<file path="src/lnc_pkg.sv">
// Shared types and constants for the LFSR noise channel.
// No dependencies; used by the request interface and the top level.
package lnc_pkg;

	localparam int unsigned NUM_REGS = 5;
	localparam int unsigned REG_IDX_W = 3;
	localparam int unsigned PERIOD_W = 22;
	localparam int unsigned SHIFT_W = 15;
	localparam int unsigned LEN_W = 7;

	localparam logic [SHIFT_W-1:0] SHIFT_RESET = 15'h7FFF;
	localparam logic [PERIOD_W-1:0] PERIOD_RESET = 22'd8;
	localparam logic [LEN_W-1:0] LEN_FULL = 7'd64;
	localparam logic [3:0] VOL_RESET = 4'd15;
	localparam logic [3:0] VOL_MAX = 4'd15;

	// Event codes carried in the func field.
	typedef enum logic [2:0] {
		FUNC_READ  = 3'd0,
		FUNC_WRITE = 3'd1,
		FUNC_FREQ  = 3'd2,
		FUNC_LEN   = 3'd3,
		FUNC_ENV   = 3'd4
	} func_t;

	// Channel register offsets.
	localparam logic [REG_IDX_W-1:0] REG_LEN  = 3'd1;
	localparam logic [REG_IDX_W-1:0] REG_ENV  = 3'd2;
	localparam logic [REG_IDX_W-1:0] REG_FREQ = 3'd3;
	localparam logic [REG_IDX_W-1:0] REG_CTRL = 3'd4;

	// Noise period in ticks: 16*d*2^s for a nonzero divisor, else 8*2^s.
	function automatic logic [PERIOD_W-1:0] period_of(input logic [7:0] freq_reg);
		logic [2:0] div;
		logic [3:0] sh;
		div = freq_reg[2:0];
		sh = freq_reg[7:4];
		if (div != 3'd0)
			return {15'd0, div, 4'd0} << sh;
		return PERIOD_RESET << sh;
	endfunction

endpackage

</file>
<file path="src/lnc_if.sv">
// Valid/ready channels of the noise channel: event requests and results.
// Depends on lnc_pkg for field widths.
interface lnc_req_if import lnc_pkg::*; ();
	logic                 valid;
	logic                 ready;
	logic [2:0]           func;
	logic [REG_IDX_W-1:0] reg_index;
	logic [7:0]           write_data;

	modport source (output valid, func, reg_index, write_data, input ready);
	modport sink (input valid, func, reg_index, write_data, output ready);
endinterface

interface lnc_rsp_if;
	logic              valid;
	logic              ready;
	logic [7:0]        read_data;
	logic              channel_active;
	logic signed [4:0] amplitude;

	modport source (output valid, read_data, channel_active, amplitude, input ready);
	modport sink (input valid, read_data, channel_active, amplitude, output ready);
endinterface

</file>
<file path="src/lfsr_noise_channel.sv">
// Noise sound channel: 15-bit LFSR, length counter and volume envelope.
// Depends on lnc_pkg and the channel interfaces in lnc_if.sv.
//
// Usage: every beat on req is one event (register read or write, frequency
// tick, length tick or envelope tick) and yields exactly one beat on rsp,
// carrying the read byte, the active flag and the signed amplitude as they
// stand after the event has been applied.
// An accepted event waits in the request register until its result has
// room, and its result is then registered in the result register, where
// it can be taken. The channel state is updated in the same cycle the
// result is registered.
// Throughput is one event per cycle while the receiver takes each result,
// set by the single pass of logic between the two registers.
// When the receiver stalls, the result register holds its beat and the
// request register keeps one further event; req.ready drops only when both
// are occupied, and no event is applied until its result has room.
// Reset clears both pipeline valid flags and puts the channel state into
// its power-on values: registers zero, volume 15 rising, period 8, LFSR all
// ones, channel on.
module lfsr_noise_channel import lnc_pkg::*; (
	input logic     clk,
	input logic     arst_n,
	lnc_req_if.sink   req,
	lnc_rsp_if.source rsp
);

	logic                 valid_s1;
	logic [2:0]           func_s1;
	logic [REG_IDX_W-1:0] idx_s1;
	logic [7:0]           data_s1;

	logic              valid_s2;
	logic [7:0]        read_data_s2;
	logic              active_s2;
	logic signed [4:0] amp_s2;

	logic [7:0]          regs_q [NUM_REGS];
	logic [LEN_W-1:0]    len_q;
	logic [2:0]          env_cnt_q;
	logic [3:0]          vol_q;
	logic                env_up_q;
	logic [PERIOD_W-1:0] period_q;
	logic [SHIFT_W-1:0]  shift_q;
	logic                on_q;

	logic [7:0]          regs_d [NUM_REGS];
	logic [LEN_W-1:0]    len_d;
	logic [2:0]          env_cnt_d;
	logic [3:0]          vol_d;
	logic                env_up_d;
	logic [PERIOD_W-1:0] period_d;
	logic [SHIFT_W-1:0]  shift_d;
	logic                on_d;
	logic [7:0]          rd;
	logic                active;
	logic signed [4:0]   amp;
	logic [PERIOD_W-1:0] period_dec;
	logic [2:0]          env_dec;
	logic                fb;

	logic advance;

	assign advance = valid_s1 && (!valid_s2 || rsp.ready);
	assign req.ready = !valid_s1 || advance;

	always_comb begin
		regs_d = regs_q;
		len_d = len_q;
		env_cnt_d = env_cnt_q;
		vol_d = vol_q;
		env_up_d = env_up_q;
		period_d = period_q;
		shift_d = shift_q;
		on_d = on_q;
		rd = 8'd0;
		period_dec = period_q - 22'd1;
		env_dec = env_cnt_q - 3'd1;
		fb = shift_q[0] ^ shift_q[1];

		case (func_s1)
			FUNC_READ: begin
				if (idx_s1 < REG_IDX_W'(NUM_REGS))
					rd = regs_q[idx_s1];
			end
			FUNC_WRITE: begin
				if (idx_s1 < REG_IDX_W'(NUM_REGS)) begin
					regs_d[idx_s1] = data_s1;
					case (idx_s1)
						REG_LEN: begin
							len_d = LEN_FULL - {1'b0, data_s1[5:0]};
						end
						REG_ENV: begin
							vol_d = data_s1[7:4];
							env_up_d = data_s1[3];
							env_cnt_d = data_s1[2:0];
						end
						REG_CTRL: begin
							// Trigger restarts the channel from the stored settings.
							if (data_s1[7]) begin
								on_d = 1'b1;
								if (len_q == '0)
									len_d = LEN_FULL - {1'b0, regs_q[REG_LEN][5:0]};
								period_d = period_of(regs_q[REG_FREQ]);
								env_cnt_d = regs_q[REG_ENV][2:0];
								vol_d = regs_q[REG_ENV][7:4];
								shift_d = SHIFT_RESET;
							end
						end
						default: begin
						end
					endcase
				end
			end
			FUNC_FREQ: begin
				if (period_dec == '0) begin
					period_d = period_of(regs_q[REG_FREQ]);
					shift_d = {fb, shift_q[SHIFT_W-1:1]};
					// Narrow mode feeds the same bit back into bit 6 as well.
					if (regs_q[REG_FREQ][3])
						shift_d[6] = fb;
				end else begin
					period_d = period_dec;
				end
			end
			FUNC_LEN: begin
				if (regs_q[REG_CTRL][6] && len_q != '0) begin
					len_d = len_q - 7'd1;
					if (len_d == '0)
						on_d = 1'b0;
				end
			end
			FUNC_ENV: begin
				if (regs_q[REG_ENV][2:0] != 3'd0) begin
					if (env_dec == 3'd0) begin
						env_cnt_d = regs_q[REG_ENV][2:0];
						if (env_up_q && vol_q < VOL_MAX)
							vol_d = vol_q + 4'd1;
						else if (!env_up_q && vol_q > 4'd0)
							vol_d = vol_q - 4'd1;
					end else begin
						env_cnt_d = env_dec;
					end
				end
			end
			default: begin
			end
		endcase

		active = (regs_d[REG_ENV][7:3] != 5'd0) && on_d;
		amp = shift_d[0] ? -$signed({1'b0, vol_d}) : $signed({1'b0, vol_d});
	end

	// Request register.
	always_ff @(posedge clk or negedge arst_n) begin
		if (!arst_n) begin
			valid_s1 <= 1'b0;
		end else if (req.ready) begin
			valid_s1 <= req.valid;
		end
	end

	always_ff @(posedge clk) begin
		if (req.ready && req.valid) begin
			func_s1 <= req.func;
			idx_s1 <= req.reg_index;
			data_s1 <= req.write_data;
		end
	end

	// Channel state, committed as the event moves into the result register.
	always_ff @(posedge clk or negedge arst_n) begin
		if (!arst_n) begin
			for (int i = 0; i < NUM_REGS; i++)
				regs_q[i] <= 8'd0;
			len_q <= '0;
			env_cnt_q <= 3'd0;
			vol_q <= VOL_RESET;
			env_up_q <= 1'b1;
			period_q <= PERIOD_RESET;
			shift_q <= SHIFT_RESET;
			on_q <= 1'b1;
		end else if (advance) begin
			regs_q <= regs_d;
			len_q <= len_d;
			env_cnt_q <= env_cnt_d;
			vol_q <= vol_d;
			env_up_q <= env_up_d;
			period_q <= period_d;
			shift_q <= shift_d;
			on_q <= on_d;
		end
	end

	// Result register.
	always_ff @(posedge clk or negedge arst_n) begin
		if (!arst_n) begin
			valid_s2 <= 1'b0;
		end else if (advance) begin
			valid_s2 <= 1'b1;
		end else if (rsp.ready) begin
			valid_s2 <= 1'b0;
		end
	end

	always_ff @(posedge clk) begin
		if (advance) begin
			read_data_s2 <= rd;
			active_s2 <= active;
			amp_s2 <= amp;
		end
	end

	assign rsp.valid = valid_s2;
	assign rsp.read_data = read_data_s2;
	assign rsp.channel_active = active_s2;
	assign rsp.amplitude = amp_s2;

endmodule
</file>
<file path="src/flat_wrapper.sv">
// flat-port wrapper written by rule: the top's interface ports become plain ports
module lfsr_noise_channel_flat import lnc_pkg::*;
  (clk, arst_n, req_valid, req_func, req_reg_index, req_write_data, req_ready, rsp_valid, rsp_read_data, rsp_channel_active, rsp_amplitude, rsp_ready);
  lnc_req_if req_i ();
  lnc_rsp_if rsp_i ();
  input logic clk;
  input logic arst_n;
  input wire logic [$bits(req_i.valid)-1:0] req_valid;
  input wire logic [$bits(req_i.func)-1:0] req_func;
  input wire logic [$bits(req_i.reg_index)-1:0] req_reg_index;
  input wire logic [$bits(req_i.write_data)-1:0] req_write_data;
  output wire logic [$bits(req_i.ready)-1:0] req_ready;
  output wire logic [$bits(rsp_i.valid)-1:0] rsp_valid;
  output wire logic [$bits(rsp_i.read_data)-1:0] rsp_read_data;
  output wire logic [$bits(rsp_i.channel_active)-1:0] rsp_channel_active;
  output wire logic [$bits(rsp_i.amplitude)-1:0] rsp_amplitude;
  input wire logic [$bits(rsp_i.ready)-1:0] rsp_ready;
  assign req_i.valid = req_valid;
  assign req_i.func = req_func;
  assign req_i.reg_index = req_reg_index;
  assign req_i.write_data = req_write_data;
  assign req_ready = req_i.ready;
  assign rsp_valid = rsp_i.valid;
  assign rsp_read_data = rsp_i.read_data;
  assign rsp_channel_active = rsp_i.channel_active;
  assign rsp_amplitude = rsp_i.amplitude;
  assign rsp_i.ready = rsp_ready;
  lfsr_noise_channel u_core (.clk(clk), .arst_n(arst_n), .req(req_i), .rsp(rsp_i));
endmodule
</file>
<file path="config.mk">
export PLATFORM = sky130hd
export DESIGN_NAME = lfsr_noise_channel_flat
export DESIGN_NICKNAME = d
export VERILOG_FILES = /design/src/lnc_pkg.sv /design/src/lnc_if.sv /design/src/lfsr_noise_channel.sv /design/src/flat_wrapper.sv
export SDC_FILE = /design/constraint.sdc
export NUM_CORES = 1
export LEC_CHECK = 0
export BUFFER_PORTS_ARGS = -buffer_cell sky130_fd_sc_hd__buf_2
export CAP_MARGIN = 20
export CORE_MARGIN = 5
export CORE_UTILIZATION = 45
export CTS_CLUSTER_SIZE = 14
export DETAILED_ROUTE_END_ITERATION = 10
export PLACE_DENSITY = 0.6
export SLEW_MARGIN = 0
export SYNTH_ARGS = -nofsm -noshare
export SYNTH_HDL_FRONTEND = slang
export SYNTH_SLANG_ARGS = --single-unit
</file>
<file path="constraint.sdc">
create_clock -name clk -period 3 [get_ports clk]
set_input_delay 0.15 -clock clk [delete_from_list [all_inputs] [get_ports clk]]
set_output_delay 0.15 -clock clk [all_outputs]
set_load 0.01 [all_outputs]
</file>
* Word level (Yosys, flattened, before mapping) *
Cells that the tools add are included.

word-level totals
  register bits after elaboration = 123
  ROM bits = 0
  memories kept = 0
  bits in latches = 0
  bits in writable memories = 0
  word-level logic and storage cells = 147

operators by class
  $mul = 0
  eq/ne operators = 17
  bitwise gates (word level) = 2
  multiplexer cells = 58
  divide/modulo/power cells = 0
  reductions and logical operators = 32
  shifts and indexed selects = 2
  magnitude comparators = 5
  $add $sub $neg = 8

operators with widths
  cell                                                                   number
  22-bit two-way mux                                                     7
  15-bit two-way mux                                                     4
  24-bit two-way mux                                                     2
  22-bit case mux with 2 select lines                                    1
  40-bit bitwise mux                                                     1
  15-bit case mux with 2 select lines                                    1
  4-bit two-way mux                                                      7
  7-bit two-way mux                                                      4
  7-bit case mux with 2 select lines                                     2
  8-bit binary-select mux with 3-bit select                              1
  8-bit demux with 3-bit select                                          1
  8-bit two-way mux                                                      3
  22-bit logical NOT                                                     1
  4-bit by 4-bit << shifter with 22-bit output (first input constant)    1
  7-bit by 4-bit << shifter with 22-bit output                           1
  22-bit by 1-bit subtractor with 22-bit output (second input constant)  1
  4-bit case mux with 2 select lines                                     2
  1-bit two-way mux                                                      15
  7-bit logical NOT                                                      2
  7-bit by 6-bit subtractor with 7-bit output (first input constant)     2
  3-bit two-way mux                                                      4
  2-bit by 1-bit != test with 1-bit output (second input constant)       6
  3-bit by 2-bit != test with 1-bit output (second input constant)       4
  3-bit case mux with 2 select lines                                     2
  30 further kinds                                                       49

* Longest topological paths before layout *
Gate-level depths: netlist of run 1.

  depth after elaboration = 11
  depth in mapped cells = 13
  gate-level depth less buffers = 12

* Worst setup path after synthesis of run 1 *
OpenSTA, ideal clock, no wires.

  path kind = register -> register
  start point = register u_core.period_q[0]
  end point = register u_core.amp_s2[3] (netlist: u_core.rsp.amplitude[3]) (data pin)
  setup time = 0.277 ns
  data arrival time = 2.865 ns
  setup slack = -0.142 ns
  stages on the path, launching flop included = 12
  cell sequence = dfrtp_1 inv_1 ha_1 buf_2 nor3b_1 and4_1 nand3b_1 a21o_4 a2111oi_4 mux2i_1 o31ai_1 xnor2_1

between the ends
  word-level cells in the longest chain between the ends = 5

ends and longest elaborated chain
  item                                           RTL line                   text
  start, declared                                lfsr_noise_channel.sv:42   logic [PERIOD_W-1:0] period_q;
  start signal, assigned                         lfsr_noise_channel.sv:188  period_q <= period_d;
  22-bit by 1-bit subtractor with 22-bit output  lfsr_noise_channel.sv:76   period_dec = period_q - 22'd1;
  22-bit logical NOT                             lfsr_noise_channel.sv:115  if (period_dec == '0) begin
  15-bit two-way mux                             lfsr_noise_channel.sv:115
  15-bit case mux with 2 select lines            lfsr_noise_channel.sv:80   case (func_s1)
  4-bit two-way mux                              lfsr_noise_channel.sv:150  amp = shift_d[0] ? -$signed({1'b0, vol_d}) : $signed({1'b0, vol_d});
  via u_core.amp[3]                              lfsr_noise_channel.sv:56   logic signed [4:0] amp;
  end signal, assigned                           lfsr_noise_channel.sv:209  amp_s2 <= amp;
  end, declared                                  lfsr_noise_channel.sv:35   logic signed [4:0] amp_s2;

The timed path passes the listed nets, and every way through them passes these cells. The select of a mux whose other input is x is not followed.
A chain may end at the register's enable or synchronous reset.

* Worst setup path in the final report of run 1 *
  start point = register u_core.period_q[12]
  end point = register u_core.amp_s2[3] (netlist: u_core.rsp.amplitude[3]) (data pin)

Same word-level chain as after synthesis.

==> impl_metrics.toml, run 1 <==
[placed_design]
dp.cells = 941
dpl.hpwl_mm = 13.49
placed_area_mm2 = 0.007650
port_buffers = 33
gp_congestion = 0.9300

[global_routing]
use_met3 = 0.05216
met2_usage = 0.3316
gr-total-overflow = 0
grt_pass1_wl_mm = 30.88
grt_antenna_before_repair = 0
grt_pass1_vias = 5744
track_usage = 0.2165
top_usage_layer = "met2"
grt_max_degree = 50
grt.met1_usage = 0.3080

[flow_run]
drv_cap = 0

[timing]
min_period_over_period = 0.9611
max_slew.worst_pin.slew_ns = 0.6555
max_slew_margin = 0.5630
hold_violations = 0
setup_tns_ns = 0
maxSlewViolCount = 0
rsz0062_at_grt = "true"
max_freq_mhz = 346.8
finalSetupViolCount = 0
final.min_clock_period_ns = 2.883
skew_ns = 0.008302

[cts]
htreeDepth = 4
cts.clk_slew.worst_paths_ns = 0.06
cts_root_buffer = "clkbuf_16"
cts_tree = "built"
insertion_delay_ns = 0.42
numCtsBuffers = 17
cts_buffer_depth = 2
cts_sinks = 123

[synthesis]
yosys.area_share.adder = 0.01971
synth_top_family_by_area = "compound AO/OA/AOI/OAI gates"
synth_edf_count = 28
syn_nets = 733
synthXorXnorAreaFrac = 0.01881
yosys_warnings = 0
synth_area_mm2 = 0.006983
async_reset_ff_frac = 0.7724
synth_compound_area_frac = 0.1794
synth_top_flop_cell = "dfrtp_1"
synthSimpleGateAreaFrac = 0.1731
muxShareOfSynthArea = 0.1077
yosysUniqueCellTypes = 72
synthCells = 704
syn_avg_cell_area_um2 = 9.919
synth-seq-cells = 123
ys_seq_area_frac = 0.4648

[worst_setup_path]
crit_type = "reg2reg"
arrival_ns = 3.04
end_kind = "register"
start_kind = "register"
cp_max_fo = 3
cp.required_ns = 3.15

[die]
coreArea_mm2 = 0.01520
die_area_mm2 = 0.01811
die_h_um = 134.6
die_w_um = 134.6
initial_utilization = 0.4593
rows = 45
ioPinCount = 34

[detailed_routing]
detail_route.wl_per_cell_um = 19.23
wl_mm = 19.08
ant_nets = 0
drc_errors = 0
vias_per_cell = 5.957
drt_first_pass_iters = 5
drtIter0Drc = 554
vias = 5909

[power_and_ir_drop]
ir_drop_mv = 0.4492
p_leak_nw = 3.491
powerDensity_mw_per_mm2 = 703.7

[cells_and_area]
drive_gt1_frac = 0.2637
fin_nets = 820
area_delta_synth_final_pct = 20.80
regArea_mm2 = 0.003246
multi_input_area_mm2 = 0.003523
diodes = 0
n_fill_cell = 1333
instances_no_fill = 992
final_area_mm2 = 0.008436

[hold_path]
hp-class = "in2reg"

[status]
status = "completed"
## where the power goes
group          leakage, nW  total, mW  internal (mW)  switching, mW
clock network        0.287       2.01           1.17          0.842
registers             1.46       2.34           2.02          0.320
logic                 1.74       1.59          0.729          0.859
## synth_stat cells (4+ instances only)
library cell | instances | area share
o22a_1 | 4 | 0.0050
nor2b_1 | 5 | 0.0045
o31ai_1 | 7 | 0.0075
clkbuf_1 | 28 | 0.015
nand2b_1 | 9 | 0.0081
o21a_1 | 5 | 0.0054
inv_1 | 19 | 0.010
nand3b_1 | 6 | 0.0064
edfxtp_1 | 28 | 0.12
buf_2 | 6 | 0.0043
a21oi_1 | 46 | 0.033
nand4b_1 | 5 | 0.0063
dfstp_2 | 22 | 0.083
mux2i_1 | 20 | 0.029
and2_1 | 5 | 0.0045
o32a_1 | 5 | 0.0072
a211oi_1 | 4 | 0.0043
mux2_2 | 49 | 0.079
nor3_1 | 22 | 0.016
o22ai_1 | 4 | 0.0036
or3_1 | 4 | 0.0036
nor2_1 | 54 | 0.029
a221oi_1 | 5 | 0.0063
nand3_1 | 17 | 0.012
o221ai_1 | 6 | 0.0075
nand2_1 | 73 | 0.039
nor4_1 | 13 | 0.012
a22oi_1 | 10 | 0.011
a22o_1 | 5 | 0.0063
xnor2_1 | 10 | 0.013
a21o_1 | 7 | 0.0075
dfrtp_1 | 73 | 0.26
o21ai_0 | 49 | 0.035
xor2_1 | 5 | 0.0063
ha_1 | 11 | 0.020
a31oi_1 | 5 | 0.0045
nand4_1 | 5 | 0.0045
## critical path, cell delays in order (launching register included)
cell and delay (ns):
dfrtp_1 0.38, or4_4 0.55, nand4b_1 0.22, xor2_1 0.18, nand4_1 0.25, a2111oi_4 0.41, mux2i_2 0.35, o31ai_1 0.14
xnor2_1 0.14
## worst paths after layout
check                                     from                 endpoint  slack (ns)  cells after the start
setup / recovery           u_core.period_q[12]  u_core.rsp.amplitude[3]        0.12                      8
hold / removal                       rsp_ready         u_core.rsp.valid        0.04                      3
setup reg to reg           u_core.period_q[12]  u_core.rsp.amplitude[3]        0.12                      8
hold reg to reg              u_core.shift_q[6]        u_core.shift_q[6]        0.48                      2
max in group asynchronous               arst_n          u_core.vol_q[2]        1.95                      3
min in group asynchronous               arst_n       u_core.period_q[1]        0.30                      2
## cell type report
class / count / share of cell area
timing repair buffer: 108 / 0.09285
clock buffer: 17 / 0.05043
multi-input combinational: 522 / 0.4177
inverter: 19 / 0.008454
sequential: 123 / 0.3848
tap: 188 / 0.02788
clock inverter: 15 / 0.01795
## logic make-up after synthesis
group                      Yosys count
AOI/OAI and AO/OA                  187
DFF                                123
and+or+nand+nor                    240
xor gates and xnor gates            15
buffers and inverters               59
adders and majority gates           11
muxes                               69
## metal layers
layer  share of wire  vias to the layer above
li1                -                     2784
met1            0.47                     2879
met2            0.46                      211
met3           0.057                       35
met4           0.015                        0
met5               0                        -
## metrics by stage
| stage | hold slack [ns] | worst slack (ns) | power, mW | util |
|---|---|---|---|---|
| floorplan | -0.1456 | 0.006398 | 3.323 | - |
| global placement | 0.2165 | 0.04414 | 3.833 | 0.5032 |
| detailed placement | 0.2236 | -0.05693 | 3.883 | 0.5032 |
| CTS | 0.009995 | 0.02931 | 5.938 | 0.5523 |
| global route | 0.05359 | -0.02346 | 6.260 | 0.5549 |
| finish | 0.04145 | 0.1168 | 5.936 | 0.5549 |
## flip-flops by register name, indices dropped and copies added, names as in the netlist, 3 cells and up
| register | count |
|---|---|
| u_core.func_s1 | 3 |
| u_core.rsp.read_data | 8 |
| u_core.rsp.amplitude | 5 |
| u_core.data_s1 | 8 |
| u_core.idx_s1 | 3 |
| u_core.period_q | 22 |
| u_core.vol_q | 4 |
| u_core.shift_q | 15 |
| u_core.len_q | 7 |
| u_core.regs_q | 40 |
| u_core.env_cnt_q | 3 |
## timing repair
| item | CTS | global route |
|---|---|---|
| setup buffers | 0 | 3 |
| setup endpoints to repair | 3 | 6 |
| hold endpoints to repair | 44 | 0 |
| resized for setup | 2 | 4 |
| pin swaps | 0 | 3 |
| hold buffers | 16 | 0 |
## cells in the final DEF (no fill, tap or decap), types with 6 or more instances in the layout
master         Yosys  layout
buf_2              6      32
dlygate4sd3_1      0      16
clkbuf_16          0      17
nand2_1           73      73
o31ai_1            7       7
dfrtp_1           73      73
o21ai_0           49      49
inv_6              0       6
a21oi_1           46      46
nor2_1            54      54
nand3_1           17      17
buf_4              1      59
edfxtp_1          28      28
nand2b_1           9       9
mux2i_1           20      19
mux2_2            49      49
nor3_1            22      22
nand3b_1           6       6
ha_1              11      10
a22oi_1           10      10
a21o_1             7       7
xnor2_1           10      10
inv_1             19      19
nor4_1            13      12
dfstp_2           22      22
No activity file was read; power rests on OpenSTA's default activity.
==> run 2: changes to the inputs <==
--- a/config.mk
+++ b/config.mk
@@ -7,7 +7,7 @@
 export LEC_CHECK = 0
 export BUFFER_PORTS_ARGS = -buffer_cell sky130_fd_sc_hd__buf_2
 export CAP_MARGIN = 20
-export CORE_MARGIN = 5
+export CORE_MARGIN = 4
 export CORE_UTILIZATION = 45
 export CTS_CLUSTER_SIZE = 14
 export DETAILED_ROUTE_END_ITERATION = 10
==> constraint.sdc (replaced) <==
create_clock -name clk -period 3 [get_ports clk]
set_input_delay 0.15 -clock clk [delete_from_list [all_inputs] [get_ports clk]]
set_output_delay 0.15 -clock clk [all_outputs]
set_load 0.02 [all_outputs]
==> run 2 against run 1 <==
- clock skew rose by 0.00062 ns
- global-route usage rose by 0.12 points
- largest cell class unchanged
- first-iteration DRC count rose by 13%
- hold slack got worse by 0.018 ns
- setup slack worse by 0.073 ns
- via count grew 0.10%
- sequential share of layout area fell by 0.27 points
==> impl_metrics.toml, run 2 (synthesis gave the netlist of run 1 again) <==
[status]
status = "completed"

[worst_setup_path]
critPathBufInv = 2
critPathMaxStageDelay_ns = 0.54
crit_end = "u_core.period_q[19]"
crit_type = "reg2reg"
cp-startpoint = "u_core.period_q[12]"
path_delay_family = "simple AND/OR/NAND/NOR gates"
crit_chain = "or4_4, nand4b_1, xor2_1, nand4_1, buf_4, a211oi_4, nor2_2, buf_6, o32a_1, a21oi_1"
arrival_ns = 3.31
start_kind = "register"
reg2reg_to = "u_core.period_q[19]"
cp_max_fo = 10
slowest_stage = "or4_4"
cp.required_ns = 3.36
ff2ff_path_depth = 10
r2r_slack_ns = 0.04
cp_num_cells = 10
end_kind = "register"
r2r_start = "u_core.period_q[12]"

[power_and_ir_drop]
p_seq_frac = 0.387
powerDensity_mw_per_mm2 = 712.0
power.switching_mw = 2.109
ir_drop_mv = 0.4501
p_int_mw = 3.939
pwr-share-comb = 0.268
switching_share = 0.3487
p_clk_frac = 0.345
p_leak_nw = 3.498

[cells_and_area]
diodes = 0
n_fill_cell = 1346
final_cell_mix = "73 x nand2_1, 73 x dfrtp_1, 57 x buf_4"
fin_nets = 819
reg_top3 = "u_core.regs_q: 40 flops, u_core.period_q: 22 flops, u_core.shift_q: 15 flops"
instances_no_fill = 991
area_delta_synth_final_pct = 21.64
drive_gt1_frac = 0.2777
max_flop_register = "u_core.regs_q"
multi_input_area_mm2 = 0.003563
regArea_mm2 = 0.003246
largest_reg_flops = 40

[detailed_routing]
drc_errors = 0
ant_nets = 0
drtIter0Drc = 627
wl_mm = 18.89
vias_per_cell = 5.969
detail_route.wl_per_cell_um = 19.06
drt_first_pass_iters = 5
vias = 5915

[global_routing]
track_usage = 0.2176
grt_pass1_wl_mm = 30.37
gr-total-overflow = 0
grt_max_degree = 50
grt_pass1_vias = 5729
grt_antenna_before_repair = 1

[timing]
max_freq_mhz = 338.3
max_slew_margin = 0.4320
setup_tns_ns = 0
final.min_clock_period_ns = 2.956
finalSetupViolCount = 0
max_slew.worst_pin.slew_ns = 0.8414
timing.hold.ws_ns = 0.02333
min_period_over_period = 0.9854
maxSlewViolCount = 0
skew_ns = 0.008925
hold_violations = 0
rsz0062_at_grt = "true"

[cts]
cts_buffer_depth = 2
cts.clk_slew.worst_paths_ns = 0.07
numCtsBuffers = 17
cts_tree = "built"
cts_sinks = 123
insertion_delay_ns = 0.44
htreeDepth = 4
cts_root_buffer = "clkbuf_16"

[die]
rows = 45
die_w_um = 132.6
coreArea_mm2 = 0.01520
initial_utilization = 0.4593
die_h_um = 132.6
ioPinCount = 34
die_area_mm2 = 0.01757

[placed_design]
dp.cells = 940
dpl.hpwl_mm = 13.32
gp_congestion = 0.9621
port_buffers = 33

[flow_run]
drv_cap = 0

[hold_path]
hp-class = "in2reg"
## run 2: routing by layer
metal	global-route usage	share of wire	vias up
met1	0.3053	0.47	2920
met4	0.06467	0.016	2
li1	-	-	2781
met2	0.3341	0.46	179
met3	0.05589	0.056	33
met5	0	0.00069	-
## run 2: worst register-to-register path, stage by stage (launching register included)
cell	delay, ns
dfrtp_1	0.38
or4_4	0.54
nand4b_1	0.22
xor2_1	0.23
nand4_1	0.21
buf_4	0.20
a211oi_4	0.30
nor2_2	0.12
buf_6	0.20
o32a_1	0.35
a21oi_1	0.14
## run 2: power groups by stage
stage                     Sequential [mW]  Combinational [mW]  Clock, mW
final                                2.34                1.62       2.09
after global routing                 2.38                1.79       2.20
after CTS                            2.32                1.57       2.12
after detailed placement             2.35                1.54          0
after global placement               2.34                1.51          0
after floorplan                      2.27                1.08          0
## run 2: worst min-delay path by stage
stage / start / to / slack [ns] / cells after the start
after floorplan: arst_n / u_core.env_cnt_q[0] / -0.15 / 0
after global placement: arst_n / u_core.period_q[0] / 0.23 / 1
after detailed placement: arst_n / u_core.period_q[0] / 0.24 / 1
after CTS: rsp_ready / u_core.rsp.valid / 0.007 / 3
after global routing: rsp_ready / u_core.rsp.valid / 0.01 / 3
final: rsp_ready / u_core.rsp.valid / 0.02 / 3
## run 2: repair_timing
item / CTS / global route
gates resized for setup: 1 / 16
pin swaps: 0 / 5
setup endpoints to repair: 1 / 15
hold buffers: 16 / 0
endpoints found under the hold margin: 55 / 0
setup buffers: 0 / 3
## run 2: cell type report
class / count / share of cell area
inverter: 19 / 0.008396
clock inverter: 15 / 0.02047
multi-input combinational: 522 / 0.4195
tap: 188 / 0.02769
sequential: 123 / 0.3821
timing repair buffer: 107 / 0.09177
clock buffer: 17 / 0.05008
## run 2: through the flow
stage | area [µm²] | setup WS [ns] | utilization | power, mW
2_1_floorplan | 6992 | 0.006398 | - | 3.348
3_3_place_gp | 7642 | 0.1416 | 0.5027 | 3.852
3_5_place_dp | 7642 | -0.03774 | 0.5027 | 3.891
4_1_cts | 8403 | 0.03525 | 0.5528 | 6.011
5_1_grt | 8494 | -0.07153 | 0.5588 | 6.376
6_report | 8494 | 0.04382 | 0.5588 | 6.048
==> run 3: changes to the inputs <==
--- a/config.mk
+++ b/config.mk
@@ -7,10 +7,12 @@
 export LEC_CHECK = 0
 export BUFFER_PORTS_ARGS = -buffer_cell sky130_fd_sc_hd__buf_2
 export CAP_MARGIN = 20
+export CORE_ASPECT_RATIO = 0.9
 export CORE_MARGIN = 4
 export CORE_UTILIZATION = 45
 export CTS_CLUSTER_SIZE = 14
 export DETAILED_ROUTE_END_ITERATION = 10
+export HOLD_SLACK_MARGIN = 0.12
 export PLACE_DENSITY = 0.6
 export SLEW_MARGIN = 0
 export SYNTH_ARGS = -nofsm -noshare
==> run 3 against run 2 <==
- die area is essentially flat
- critical path depth is the same
- non-clock buffer count grew 5
- sequential power is essentially flat
==> impl_metrics.toml, run 3 (synthesis gave the netlist of run 1 again) <==
[detailed_routing]
wl_mm = 18.80
ant_nets = 0
vias_per_cell = 5.871
drt_first_pass_iters = 5
drtIter0Drc = 579
detail_route.wl_per_cell_um = 18.69
drc_errors = 0
vias = 5906

[die]
ioPinCount = 34
die_h_um = 126.2
rows = 42
coreArea_mm2 = 0.01498
die_w_um = 139.3
initial_utilization = 0.4662
die_area_mm2 = 0.01758

[status]
status = "completed"

[global_routing]
grt_max_degree = 82
track_usage = 0.2168
grt_pass1_wl_mm = 30.36
grt_pass1_vias = 5744
gr-total-overflow = 0
grt_antenna_before_repair = 0

[flow_run]
drv_cap = 0

[timing]
final.min_clock_period_ns = 2.922
min_period_over_period = 0.9741
finalSetupViolCount = 0
max_slew_margin = 0.5117
maxSlewViolCount = 0
hold_violations = 0
skew_ns = 0.006069
timing.hold.ws_ns = 0.1194
max_slew.worst_pin.slew_ns = 0.7307
max_freq_mhz = 342.2

[hold_path]
hp-class = "in2async"

[cells_and_area]
largest_reg_flops = 40
max_flop_register = "u_core.regs_q"
instances_no_fill = 1006
fin_util = 0.5698
multi_input_area_mm2 = 0.003525
area_delta_synth_final_pct = 22.20
regArea_mm2 = 0.003246
reg_top3 = "u_core.regs_q: 40 flops, u_core.period_q: 22 flops, u_core.shift_q: 15 flops"
final_cell_mix = "73 x nand2_1, 73 x dfrtp_1, 61 x buf_4"
drive_gt1_frac = 0.2649
fin_nets = 824
diodes = 0
n_fill_cell = 1310

[placed_design]
port_buffers = 33
dp.cells = 953
dpl.hpwl_mm = 13.33
gp_congestion = 0.8918

[cts]
numCtsBuffers = 17
cts_root_buffer = "clkbuf_16"
cts_sinks = 123
cts_buffer_depth = 2
cts_tree = "built"
insertion_delay_ns = 0.42
cts.clk_slew.worst_paths_ns = 0.06
htreeDepth = 4

[worst_setup_path]
arrival_ns = 3.25
cp_max_fo = 7
crit_type = "reg2reg"
cp.required_ns = 3.33
start_kind = "register"
end_kind = "register"

[power_and_ir_drop]
powerDensity_mw_per_mm2 = 718.3
ir_drop_mv = 0.4845
power.total_mw = 6.129
p_leak_nw = 3.510
[run 3: cell types whose count changed in the layout (fill, tap and decap cells not counted), moves of 3 or more]
| cell | change |
|---|---|
| buf_4 | +4 |
| bufinv_16 | +3 |
| clkinvlp_4 | +3 |
| inv_8 | -3 |
| inv_6 | -6 |
| clkbuf_1 | +3 |
[run 3: routing by layer]
metal	vias up	share of wire	track usage	routed length (µm)
met1	2896	0.48	0.3133	8942
met4	0	0.011	0.06387	201
met2	199	0.44	0.3249	8270
met5	-	0	0	0
li1	2791	-	-	-
met3	20	0.074	0.05269	1391
[run 3: critical path, stage by stage, from the launching register on]
cell      delay, ns
dfrtp_1        0.48
nor4_1         0.48
nand4b_1       0.23
xor2_1         0.19
nand4_1        0.11
buf_4          0.17
a211oi_4       0.31
buf_4          0.17
o21ai_2        0.06
or3_1          0.42
o221ai_1       0.20
[run 3: repair_timing]
action / 4_1_cts / 5_1_grt
resized for setup: 0 / 8
buffers inserted: 0 / 2
endpoints found under the setup margin: 0 / 12
hold endpoints to repair: 78 / 0
hold buffers: 18 / 0
[run 3: cell type report]
| class | instances | share of cell area |
|---|---|---|
| Multi-Input combinational cell | 522 | 0.4131 |
| Clock inverter | 11 | 0.01965 |
| Sequential cell | 123 | 0.3804 |
| Timing Repair Buffer | 112 | 0.09677 |
| Clock buffer | 21 | 0.05279 |
| Inverter | 19 | 0.008358 |
| Tap cell | 198 | 0.02903 |
[run 3: power by group]
part / internal [mW] / switching, mW
registers: 2.02 / 0.318
logic: 0.742 / 0.892
clock network: 1.41 / 0.751
total: 4.17 / 1.96
[run 3: metrics by stage]
step | TNS (ns) | area (µm²) | setup slack [ns]
final | 0 | 8533 | 0.07764
after global routing | -0.3522 | 8533 | -0.06889
after CTS | 0 | 8463 | 0.02424
after detailed placement | 0 | 7665 | 0.03462
after global placement | 0 | 7665 | 0.1296
after floorplan | 0 | 6992 | 0.006398
[run 3: path summary, 6_finish.rpt]
check                              startpoint                  to  slack, ns  cells past startpoint
setup / recovery           u_core.period_q[6]  u_core.period_q[5]       0.08                     10
hold / removal                         arst_n  u_core.period_q[5]       0.12                      2
setup reg to reg           u_core.period_q[6]  u_core.period_q[5]       0.08                     10
hold reg to reg            u_core.shift_q[11]  u_core.shift_q[11]       0.48                      2
max in group asynchronous              arst_n   u_core.shift_q[6]       2.03                      4
min in group clk                  req_func[1]   u_core.func_s1[1]       0.43                      2
